## src/rtl/vtm_pkg.sv

```systemverilog
package vtm_pkg;

    // Defaults for the top-level parameters
    localparam int SLOTS_DEF     = 8;
    localparam int TIME_BITS_DEF = 32;

    // At most this many slots fire in one tick
    localparam int MAX_FIRE = 8;

    // Fixed field widths
    localparam int KIND_W = 2;
    localparam int DUR_W  = 32;
    localparam int ID_W   = 3;
    localparam int EV_W   = 2;

    // Item kinds
    typedef enum logic [KIND_W-1:0] {
        KIND_TICK   = 2'd0,
        KIND_START  = 2'd1,
        KIND_CANCEL = 2'd2,
        KIND_NONE   = 2'd3
    } kind_t;

    // Result codes
    typedef enum logic [EV_W-1:0] {
        EV_STARTED   = 2'd0,
        EV_FULL      = 2'd1,
        EV_FIRED     = 2'd2,
        EV_CANCELLED = 2'd3
    } event_t;

endpackage

```

## src/rtl/virtual_timer_multiplexer_core.sv

```systemverilog
// Software timer multiplexer: SLOTS timers share one tick counter, advanced by each tick item.
// Pulse start while busy is low to hand in an item (tick, start timer, cancel timer). Each
// result is held for one cycle with result_valid high and must be taken as it appears: the
// block never waits for the receiver. A cancel gives its result on the next cycle and leaves
// busy low. A start walks the armed flags from slot 0 and stays busy until it finds a free
// slot or reports the timers full. A tick runs one search pass over the deadline memory per
// fired slot, plus a closing pass that finds no due slot unless eight slots fired; the single
// read port of the deadline memory makes the passes run one after another. Up to eight slots
// fire per tick, in deadline order, ties to the lower slot; last marks the final result.
module virtual_timer_multiplexer_core #(
    parameter int SLOTS     = vtm_pkg::SLOTS_DEF,
    parameter int TIME_BITS = vtm_pkg::TIME_BITS_DEF
) (
    input  logic                         clk,
    input  logic                         rst_n,
    input  logic                         start,
    output logic                         busy,
    input  logic [vtm_pkg::KIND_W-1:0]   kind,
    input  logic [vtm_pkg::DUR_W-1:0]    duration,
    input  logic                         repeat_req,
    input  logic [vtm_pkg::ID_W-1:0]     slot_id,
    output logic                         result_valid,
    output logic [vtm_pkg::EV_W-1:0]     event_res,
    output logic [vtm_pkg::ID_W-1:0]     event_slot,
    output logic                         last
);

    import vtm_pkg::*;

    localparam int SLOT_W = (SLOTS > 1) ? $clog2(SLOTS) : 1;
    localparam int CNT_W  = $clog2(SLOTS + 1);
    localparam int FIRE_W = $clog2(MAX_FIRE + 1);

    typedef enum logic [5:0] {
        S_IDLE  = 6'b000001,
        S_FIND  = 6'b000010,
        S_SCAN  = 6'b000100,
        S_FIRE  = 6'b001000,
        S_REARM = 6'b010000,
        S_LAST  = 6'b100000
    } state_t;

    state_t                state_reg, state_next;
    logic [CNT_W-1:0]      scan_cnt_reg, scan_cnt_next;
    logic                  cmp_valid_reg, cmp_valid_next;
    logic [SLOT_W-1:0]     cmp_idx_reg, cmp_idx_next;
    logic [SLOT_W-1:0]     pick_idx_reg, pick_idx_next;
    logic [TIME_BITS-1:0]  pick_dl_reg, pick_dl_next;
    logic                  pick_found_reg, pick_found_next;
    logic [FIRE_W-1:0]     fire_cnt_reg, fire_cnt_next;
    logic [SLOT_W-1:0]     pend_idx_reg, pend_idx_next;
    logic [SLOTS-1:0]      done_reg, done_next;
    logic [SLOTS-1:0]      armed_reg, armed_next;
    logic [TIME_BITS-1:0]  now_reg, now_next;
    logic [TIME_BITS-1:0]  dur_reg, dur_next;
    logic                  rep_reg, rep_next;
    logic                  res_valid_reg, res_valid_next;
    logic [EV_W-1:0]       res_ev_reg, res_ev_next;
    logic [ID_W-1:0]       res_id_reg, res_id_next;
    logic                  res_last_reg, res_last_next;

    // Memory ports
    logic                  dl_we;
    logic [SLOT_W-1:0]     dl_waddr;
    logic [TIME_BITS-1:0]  dl_rdata;
    logic                  per_we;
    logic [TIME_BITS:0]    per_rdata;

    logic [TIME_BITS-1:0]  add_a;
    logic [TIME_BITS-1:0]  add_sum;
    logic [SLOT_W-1:0]     find_idx;
    logic [SLOT_W-1:0]     cancel_idx;
    logic                  cancel_hit;
    logic                  cand;
    logic                  accept;

    assign busy     = (state_reg != S_IDLE);
    assign accept   = start && !busy;
    assign find_idx = scan_cnt_reg[SLOT_W-1:0];

    assign cancel_idx = SLOT_W'(slot_id);
    assign cancel_hit = (32'(slot_id) < 32'(SLOTS));

    // Shared adder: new deadline from period on re-arm, from duration on start
    assign add_a   = (state_reg == S_REARM) ? per_rdata[TIME_BITS-1:0] : dur_reg;
    assign add_sum = add_a + now_reg;

    // Candidate test on the entry whose deadline just came out of memory
    assign cand = cmp_valid_reg && armed_reg[cmp_idx_reg] && !done_reg[cmp_idx_reg]
               && (dl_rdata <= now_reg)
               && (!pick_found_reg || (dl_rdata < pick_dl_reg));

    vtm_ram #(
        .WIDTH (TIME_BITS),
        .DEPTH (SLOTS)
    ) u_deadline_ram (
        .clk   (clk),
        .we    (dl_we),
        .waddr (dl_waddr),
        .wdata (add_sum),
        .raddr (find_idx),
        .rdata (dl_rdata)
    );

    vtm_ram #(
        .WIDTH (TIME_BITS + 1),
        .DEPTH (SLOTS)
    ) u_period_ram (
        .clk   (clk),
        .we    (per_we),
        .waddr (find_idx),
        .wdata ({rep_reg, dur_reg}),
        .raddr (pick_idx_reg),
        .rdata (per_rdata)
    );

    // Sequencer
    always_comb
    begin
        state_next      = state_reg;
        scan_cnt_next   = scan_cnt_reg;
        cmp_valid_next  = cmp_valid_reg;
        cmp_idx_next    = cmp_idx_reg;
        pick_idx_next   = pick_idx_reg;
        pick_dl_next    = pick_dl_reg;
        pick_found_next = pick_found_reg;
        fire_cnt_next   = fire_cnt_reg;
        pend_idx_next   = pend_idx_reg;
        done_next       = done_reg;
        armed_next      = armed_reg;
        now_next        = now_reg;
        dur_next        = dur_reg;
        rep_next        = rep_reg;
        res_valid_next  = 1'b0;
        res_ev_next     = res_ev_reg;
        res_id_next     = res_id_reg;
        res_last_next   = res_last_reg;
        dl_we           = 1'b0;
        dl_waddr        = pick_idx_reg;
        per_we          = 1'b0;

        case (state_reg)
            S_IDLE:
            begin
                if (accept)
                begin
                    case (kind)
                        KIND_TICK:
                        begin
                            now_next        = now_reg + TIME_BITS'(1);
                            done_next       = '0;
                            fire_cnt_next   = '0;
                            scan_cnt_next   = '0;
                            cmp_valid_next  = 1'b0;
                            pick_found_next = 1'b0;
                            state_next      = S_SCAN;
                        end
                        KIND_START:
                        begin
                            dur_next      = TIME_BITS'(duration);
                            rep_next      = repeat_req;
                            scan_cnt_next = '0;
                            state_next    = S_FIND;
                        end
                        KIND_CANCEL:
                        begin
                            if (cancel_hit)
                            begin
                                armed_next[cancel_idx] = 1'b0;
                            end
                            res_valid_next = 1'b1;
                            res_ev_next    = EV_CANCELLED;
                            res_id_next    = slot_id;
                            res_last_next  = 1'b1;
                        end
                        default:
                        begin
                            state_next = S_IDLE;
                        end
                    endcase
                end
            end

            // Walk the armed flags for the lowest free slot
            S_FIND:
            begin
                if (!armed_reg[find_idx])
                begin
                    armed_next[find_idx] = 1'b1;
                    dl_we          = 1'b1;
                    dl_waddr       = find_idx;
                    per_we         = 1'b1;
                    res_valid_next = 1'b1;
                    res_ev_next    = EV_STARTED;
                    res_id_next    = ID_W'(find_idx);
                    res_last_next  = 1'b1;
                    state_next     = S_IDLE;
                end
                else if (scan_cnt_reg == CNT_W'(SLOTS - 1))
                begin
                    res_valid_next = 1'b1;
                    res_ev_next    = EV_FULL;
                    res_id_next    = '0;
                    res_last_next  = 1'b1;
                    state_next     = S_IDLE;
                end
                else
                begin
                    scan_cnt_next = scan_cnt_reg + CNT_W'(1);
                end
            end

            // Stream deadlines through the compare, keep the earliest due one
            S_SCAN:
            begin
                if (cand)
                begin
                    pick_found_next = 1'b1;
                    pick_idx_next   = cmp_idx_reg;
                    pick_dl_next    = dl_rdata;
                end
                if (scan_cnt_reg == CNT_W'(SLOTS))
                begin
                    cmp_valid_next = 1'b0;
                    state_next     = S_FIRE;
                end
                else
                begin
                    cmp_valid_next = 1'b1;
                    cmp_idx_next   = find_idx;
                    scan_cnt_next  = scan_cnt_reg + CNT_W'(1);
                end
            end

            // Mark the pick, or close the tick
            S_FIRE:
            begin
                if (pick_found_reg)
                begin
                    done_next[pick_idx_reg] = 1'b1;
                    state_next = S_REARM;
                end
                else
                begin
                    if (fire_cnt_reg != '0)
                    begin
                        res_valid_next = 1'b1;
                        res_ev_next    = EV_FIRED;
                        res_id_next    = ID_W'(pend_idx_reg);
                        res_last_next  = 1'b1;
                    end
                    state_next = S_IDLE;
                end
            end

            // Re-arm or free the pick, release the previous fire
            S_REARM:
            begin
                if (per_rdata[TIME_BITS])
                begin
                    dl_we = 1'b1;
                end
                else
                begin
                    armed_next[pick_idx_reg] = 1'b0;
                end
                if (fire_cnt_reg != '0)
                begin
                    res_valid_next = 1'b1;
                    res_ev_next    = EV_FIRED;
                    res_id_next    = ID_W'(pend_idx_reg);
                    res_last_next  = 1'b0;
                end
                pend_idx_next = pick_idx_reg;
                fire_cnt_next = fire_cnt_reg + FIRE_W'(1);
                if (fire_cnt_reg == FIRE_W'(MAX_FIRE - 1))
                begin
                    state_next = S_LAST;
                end
                else
                begin
                    scan_cnt_next   = '0;
                    cmp_valid_next  = 1'b0;
                    pick_found_next = 1'b0;
                    state_next      = S_SCAN;
                end
            end

            // Hand out the final fire of a full tick
            S_LAST:
            begin
                res_valid_next = 1'b1;
                res_ev_next    = EV_FIRED;
                res_id_next    = ID_W'(pend_idx_reg);
                res_last_next  = 1'b1;
                state_next     = S_IDLE;
            end

            default:
            begin
                state_next = S_IDLE;
            end
        endcase
    end

    // Control registers
    always_ff @(posedge clk or negedge rst_n)
    begin
        if (!rst_n)
        begin
            state_reg      <= S_IDLE;
            scan_cnt_reg   <= '0;
            cmp_valid_reg  <= 1'b0;
            pick_found_reg <= 1'b0;
            fire_cnt_reg   <= '0;
            done_reg       <= '0;
            armed_reg      <= '0;
            now_reg        <= '0;
            res_valid_reg  <= 1'b0;
        end
        else
        begin
            state_reg      <= state_next;
            scan_cnt_reg   <= scan_cnt_next;
            cmp_valid_reg  <= cmp_valid_next;
            pick_found_reg <= pick_found_next;
            fire_cnt_reg   <= fire_cnt_next;
            done_reg       <= done_next;
            armed_reg      <= armed_next;
            now_reg        <= now_next;
            res_valid_reg  <= res_valid_next;
        end
    end

    // Payload registers
    always_ff @(posedge clk)
    begin
        cmp_idx_reg  <= cmp_idx_next;
        pick_idx_reg <= pick_idx_next;
        pick_dl_reg  <= pick_dl_next;
        pend_idx_reg <= pend_idx_next;
        dur_reg      <= dur_next;
        rep_reg      <= rep_next;
        res_ev_reg   <= res_ev_next;
        res_id_reg   <= res_id_next;
        res_last_reg <= res_last_next;
    end

    assign result_valid = res_valid_reg;
    assign event_res    = res_ev_reg;
    assign event_slot   = res_id_reg;
    assign last         = res_last_reg;

    // Checks
    a_fire_cnt_bound: assert property (@(posedge clk) disable iff (!rst_n)
        fire_cnt_reg <= FIRE_W'(MAX_FIRE))
        else $error("fire count past limit");

    a_rearm_armed: assert property (@(posedge clk) disable iff (!rst_n)
        (state_reg == S_REARM) |-> armed_reg[pick_idx_reg])
        else $error("re-arm of a slot that is not armed");

    a_fired_source: assert property (@(posedge clk) disable iff (!rst_n)
        (res_valid_next && (res_ev_next == EV_FIRED)) |->
        ((state_reg == S_FIRE) || (state_reg == S_REARM) || (state_reg == S_LAST)))
        else $error("fire result outside the tick sequence");

    a_tick_busy: assert property (@(posedge clk) disable iff (!rst_n)
        (accept && (kind == KIND_TICK)) |=> busy)
        else $error("tick accepted without going busy");

endmodule

```

## src/rtl/vtm_ram.sv

```systemverilog
module vtm_ram #(
    parameter int WIDTH = 32,
    parameter int DEPTH = 8
) (
    input  logic                     clk,
    input  logic                     we,
    input  logic [$clog2(DEPTH)-1:0] waddr,
    input  logic [WIDTH-1:0]         wdata,
    input  logic [$clog2(DEPTH)-1:0] raddr,
    output logic [WIDTH-1:0]         rdata
);

    logic [WIDTH-1:0] mem [DEPTH];
    logic [WIDTH-1:0] rdata_reg;

    // Write one entry, register the read data
    always_ff @(posedge clk)
    begin
        if (we)
        begin
            mem[waddr] <= wdata;
        end
        rdata_reg <= mem[raddr];
    end

    assign rdata = rdata_reg;

endmodule

```

## config.mk

```make
export PLATFORM = sky130hd
export DESIGN_NAME = virtual_timer_multiplexer_core
export DESIGN_NICKNAME = d
export VERILOG_FILES = /design/src/rtl/vtm_pkg.sv /design/src/rtl/virtual_timer_multiplexer_core.sv /design/src/rtl/vtm_ram.sv
export SDC_FILE = /design/constraint.sdc
export NUM_CORES = 1
export LEC_CHECK = 0
export BUFFER_PORTS_ARGS = -buffer_cell sky130_fd_sc_hd__buf_2
export CAP_MARGIN = 40
export CORE_ASPECT_RATIO = 2
export CORE_MARGIN = 8
export CORE_UTILIZATION = 45
export DETAILED_ROUTE_END_ITERATION = 6
export GPL_TIMING_DRIVEN = 0
export PLACE_DENSITY = 0.66
export SYNTH_ARGS = -nofsm -noshare
export SYNTH_HDL_FRONTEND = slang
export SYNTH_SLANG_ARGS = --single-unit
```

## constraint.sdc

```tcl
create_clock -name clk -period 13.4 [get_ports clk]
set_input_delay 1.34 -clock clk [delete_from_list [all_inputs] [get_ports clk]]
set_output_delay 1.34 -clock clk [all_outputs]
set_load 0.01 [all_outputs]
```

==> results.ini <==
[yosys]
synth_area_um2 = 29000
synth_edf_count = 600
synth_top_flop_cell = edfxtp_1
synth.area.top_cells = edfxtp_1 62%, a22oi_1 6.8%, dfrtp_1 5.5%, dfxtp_1 4.5%, ha_1 4.3%
synth_fp_nets = 2106
avgSynthCellArea_um2 = 14.76
ys_warn_count = 0
seq_area_frac_synth_pct = 72.23
synth-seq-cells = 730
syn-instance-count = 1965
yosysTopAreaCellShare_pct = 62.13
synth_top_area_cell = edfxtp_1
synth_common_cells = 600 x edfxtp_1, 262 x a22oi_1, 143 x nand2_1
synth_cell_types = 68
synth-async-reset-ratio_pct = 8.904
synth.most_common_cell = edfxtp_1

[clock_network]
postCtsSetupBuffers = 0
cts_hold_buf = 0
clk_latency_ns = 0.63
cts_tree = built
clk_path_buf_depth = 3
clkTransAtPathRegs_ns = 0.07
cts-root-buf = clkbuf_16
htree_levels = 2
cts.sinks = 730
post_cts_resized = 0
cts_made_buffers = 58

[global_route]
grt_max_degree = 56
grt_pass1_vias = 18560
track_usage_pct = 21.40
antenna_found_initial = 0
grt_pass1_wl_um = 116900
grt-ovfl-total = 0

[timing]
whs_ns = 0.4705
worstMarginPinSlew_ns = 0.9423
fmax_mhz = 172.1
finalMaxSlewViolations = 0
period_minus_slack_ns = 5.811
fin_tns_setup_ns = 0
finClkSkew_ns = 0.01667
setup_violations = 0
rsz0062_at_grt = false
final_hold_viol_count = 0
finalCritPeriodShare_pct = 43.37
slew_headroom_pct = 36.69

[cells_and_area]
fin_nets = 2268
area_growth_pct = 14.06
largest_reg_flops = 264
fillers = 5117
drive_above_1_share_pct = 10.75
n_antenna_cell = 0
utilization_pct = 51.88

[routing]
wire_per_inst_um = 26.77
drt_pre_antenna_iters = 5
avgViaCountPerCell = 5.976
drc_errors = 0
drtIter0Drc = 1351
routed_wl_um = 79600
vias = 17770
ant_nets = 0

[place]
portBuffers = 45
gp_congestion = 0.9293
dp_hpwl_um = 56960

[floorplanning]
rows = 131
initial_utilization_pct = 45.48
coreArea_um2 = 63760
dieArea_um2 = 73310
die_w_um = 195.5
fp.dieH_um = 375.0
pin_count = 49

[job]
drv_cap = 0

[worst_setup_path]
startpoint_type = flip-flop
critical_path_class = flip-flop to flip-flop
cp_data_arrival_time_ns = 6.16
critical_path_required_ns = 13.75
end_kind = flip-flop
crit_path_max_fanout = 10

[min_path]
min_path_type = flip-flop to flip-flop

[pwr]
p_per_area_nw_per_um2 = 166.9
vdd_drop_max_mv = 0.1128
power.leakage_nw = 11.60

[run_status]
status = finished, final reports clean

## per-stage QoR
stage	total power, W	setup WS [ns]	cells	cell area [um2]
4_1_cts	0.005536	7.613	2974	33080
3_5_place_dp	0.003768	7.631	2865	31110
3_3_place_gp	0.003699	5.568	2808	30220
6_report	0.005520	7.589	2974	33080
2_1_floorplan	0.003324	8.569	1965	29000
5_1_grt	0.005711	7.320	2974	33080
## layout by cell type (no fill, tap or decap), types with 43 or more instances in the layout
cell type and instances:
edfxtp_1 600, a22oi_1 262, nand2_1 143, ha_1 99
nand4_1 96, clkbuf_1 92, inv_1 77, a21oi_1 75
dfxtp_1 65, dfrtp_1 64, clkbuf_16 59, nor2_1 52
xnor2_1 50, buf_2 50, a21o_1 43
## layout make-up
class,instances,area [um2],share of cell area [%]
plain buffers,85,322.8,0.9759
clock buffers,72,1545,4.672
clock inverters,37,424.2,1.282
inverters,80,300.3,0.9079
multi-input cells,1070,7551,22.83
flip-flops and latches,730,20950,63.33
well taps,798,998.5,3.019
repair buffers,102,988.4,2.988
## power by group
group,switching [W],leakage [nW],internal [W]
registers,0.000132,6.79,0.00264
clock network,0.000809,0.944,0.000981
logic,0.000617,3.86,0.000345
total,0.00156,11.6,0.00396
## per-layer routing
layer	track usage [%]	wire, um	vias to the layer above
li1	-	-	7964
met1	21.24	26600	8824
met2	41.27	43910	733
met3	2.261	3554	253
met4	13.88	5541	0
met5	0	0	-
## final timing paths
kind                                    startpoint                        end  slack [ns]  cells after the start
max                                   state_reg[1]  u_deadline_ram.mem[1][30]        7.59                     16
min                        u_deadline_ram.rdata[0]             pick_dl_reg[0]        0.47                      0
max in group asynchronous                    rst_n                now_reg[17]       12.28                      2
max reg2reg                           state_reg[1]  u_deadline_ram.mem[1][30]        7.59                     16
min reg2reg                u_deadline_ram.rdata[0]             pick_dl_reg[0]        0.47                      0
min in group asynchronous                    rst_n            fire_cnt_reg[0]        0.56                      1
## worst max-delay path, cell delays in order (launching register included)
cell and delay [ns]:
dfrtp_1 0.42, nor2_1 0.17, nand4b_1 0.26, clkinv_1 0.32, clkbuf_1 0.52, buf_1 0.69, nand2_1 0.11, nand2_1 0.15
ha_1 0.29, nor2b_1 0.17, o2111ai_1 0.45, a21oi_1 0.19, o31ai_1 0.66, a21oi_1 0.21, o21ai_0 0.27, o21ai_0 0.13
xor2_1 0.50
## cell families after synthesis
family,count (synthesis),share of synthesized area (%)
adders and majority gates,100,4.341
xor gates and xnor gates,65,1.963
and+or+nand+nor,418,7.434
buffers and inverters,165,2.149
DFF,730,72.23
muxes,6,0.3020
AOI/OAI and AO/OA,481,11.58
No activity file was read; power rests on OpenSTA's default activity.
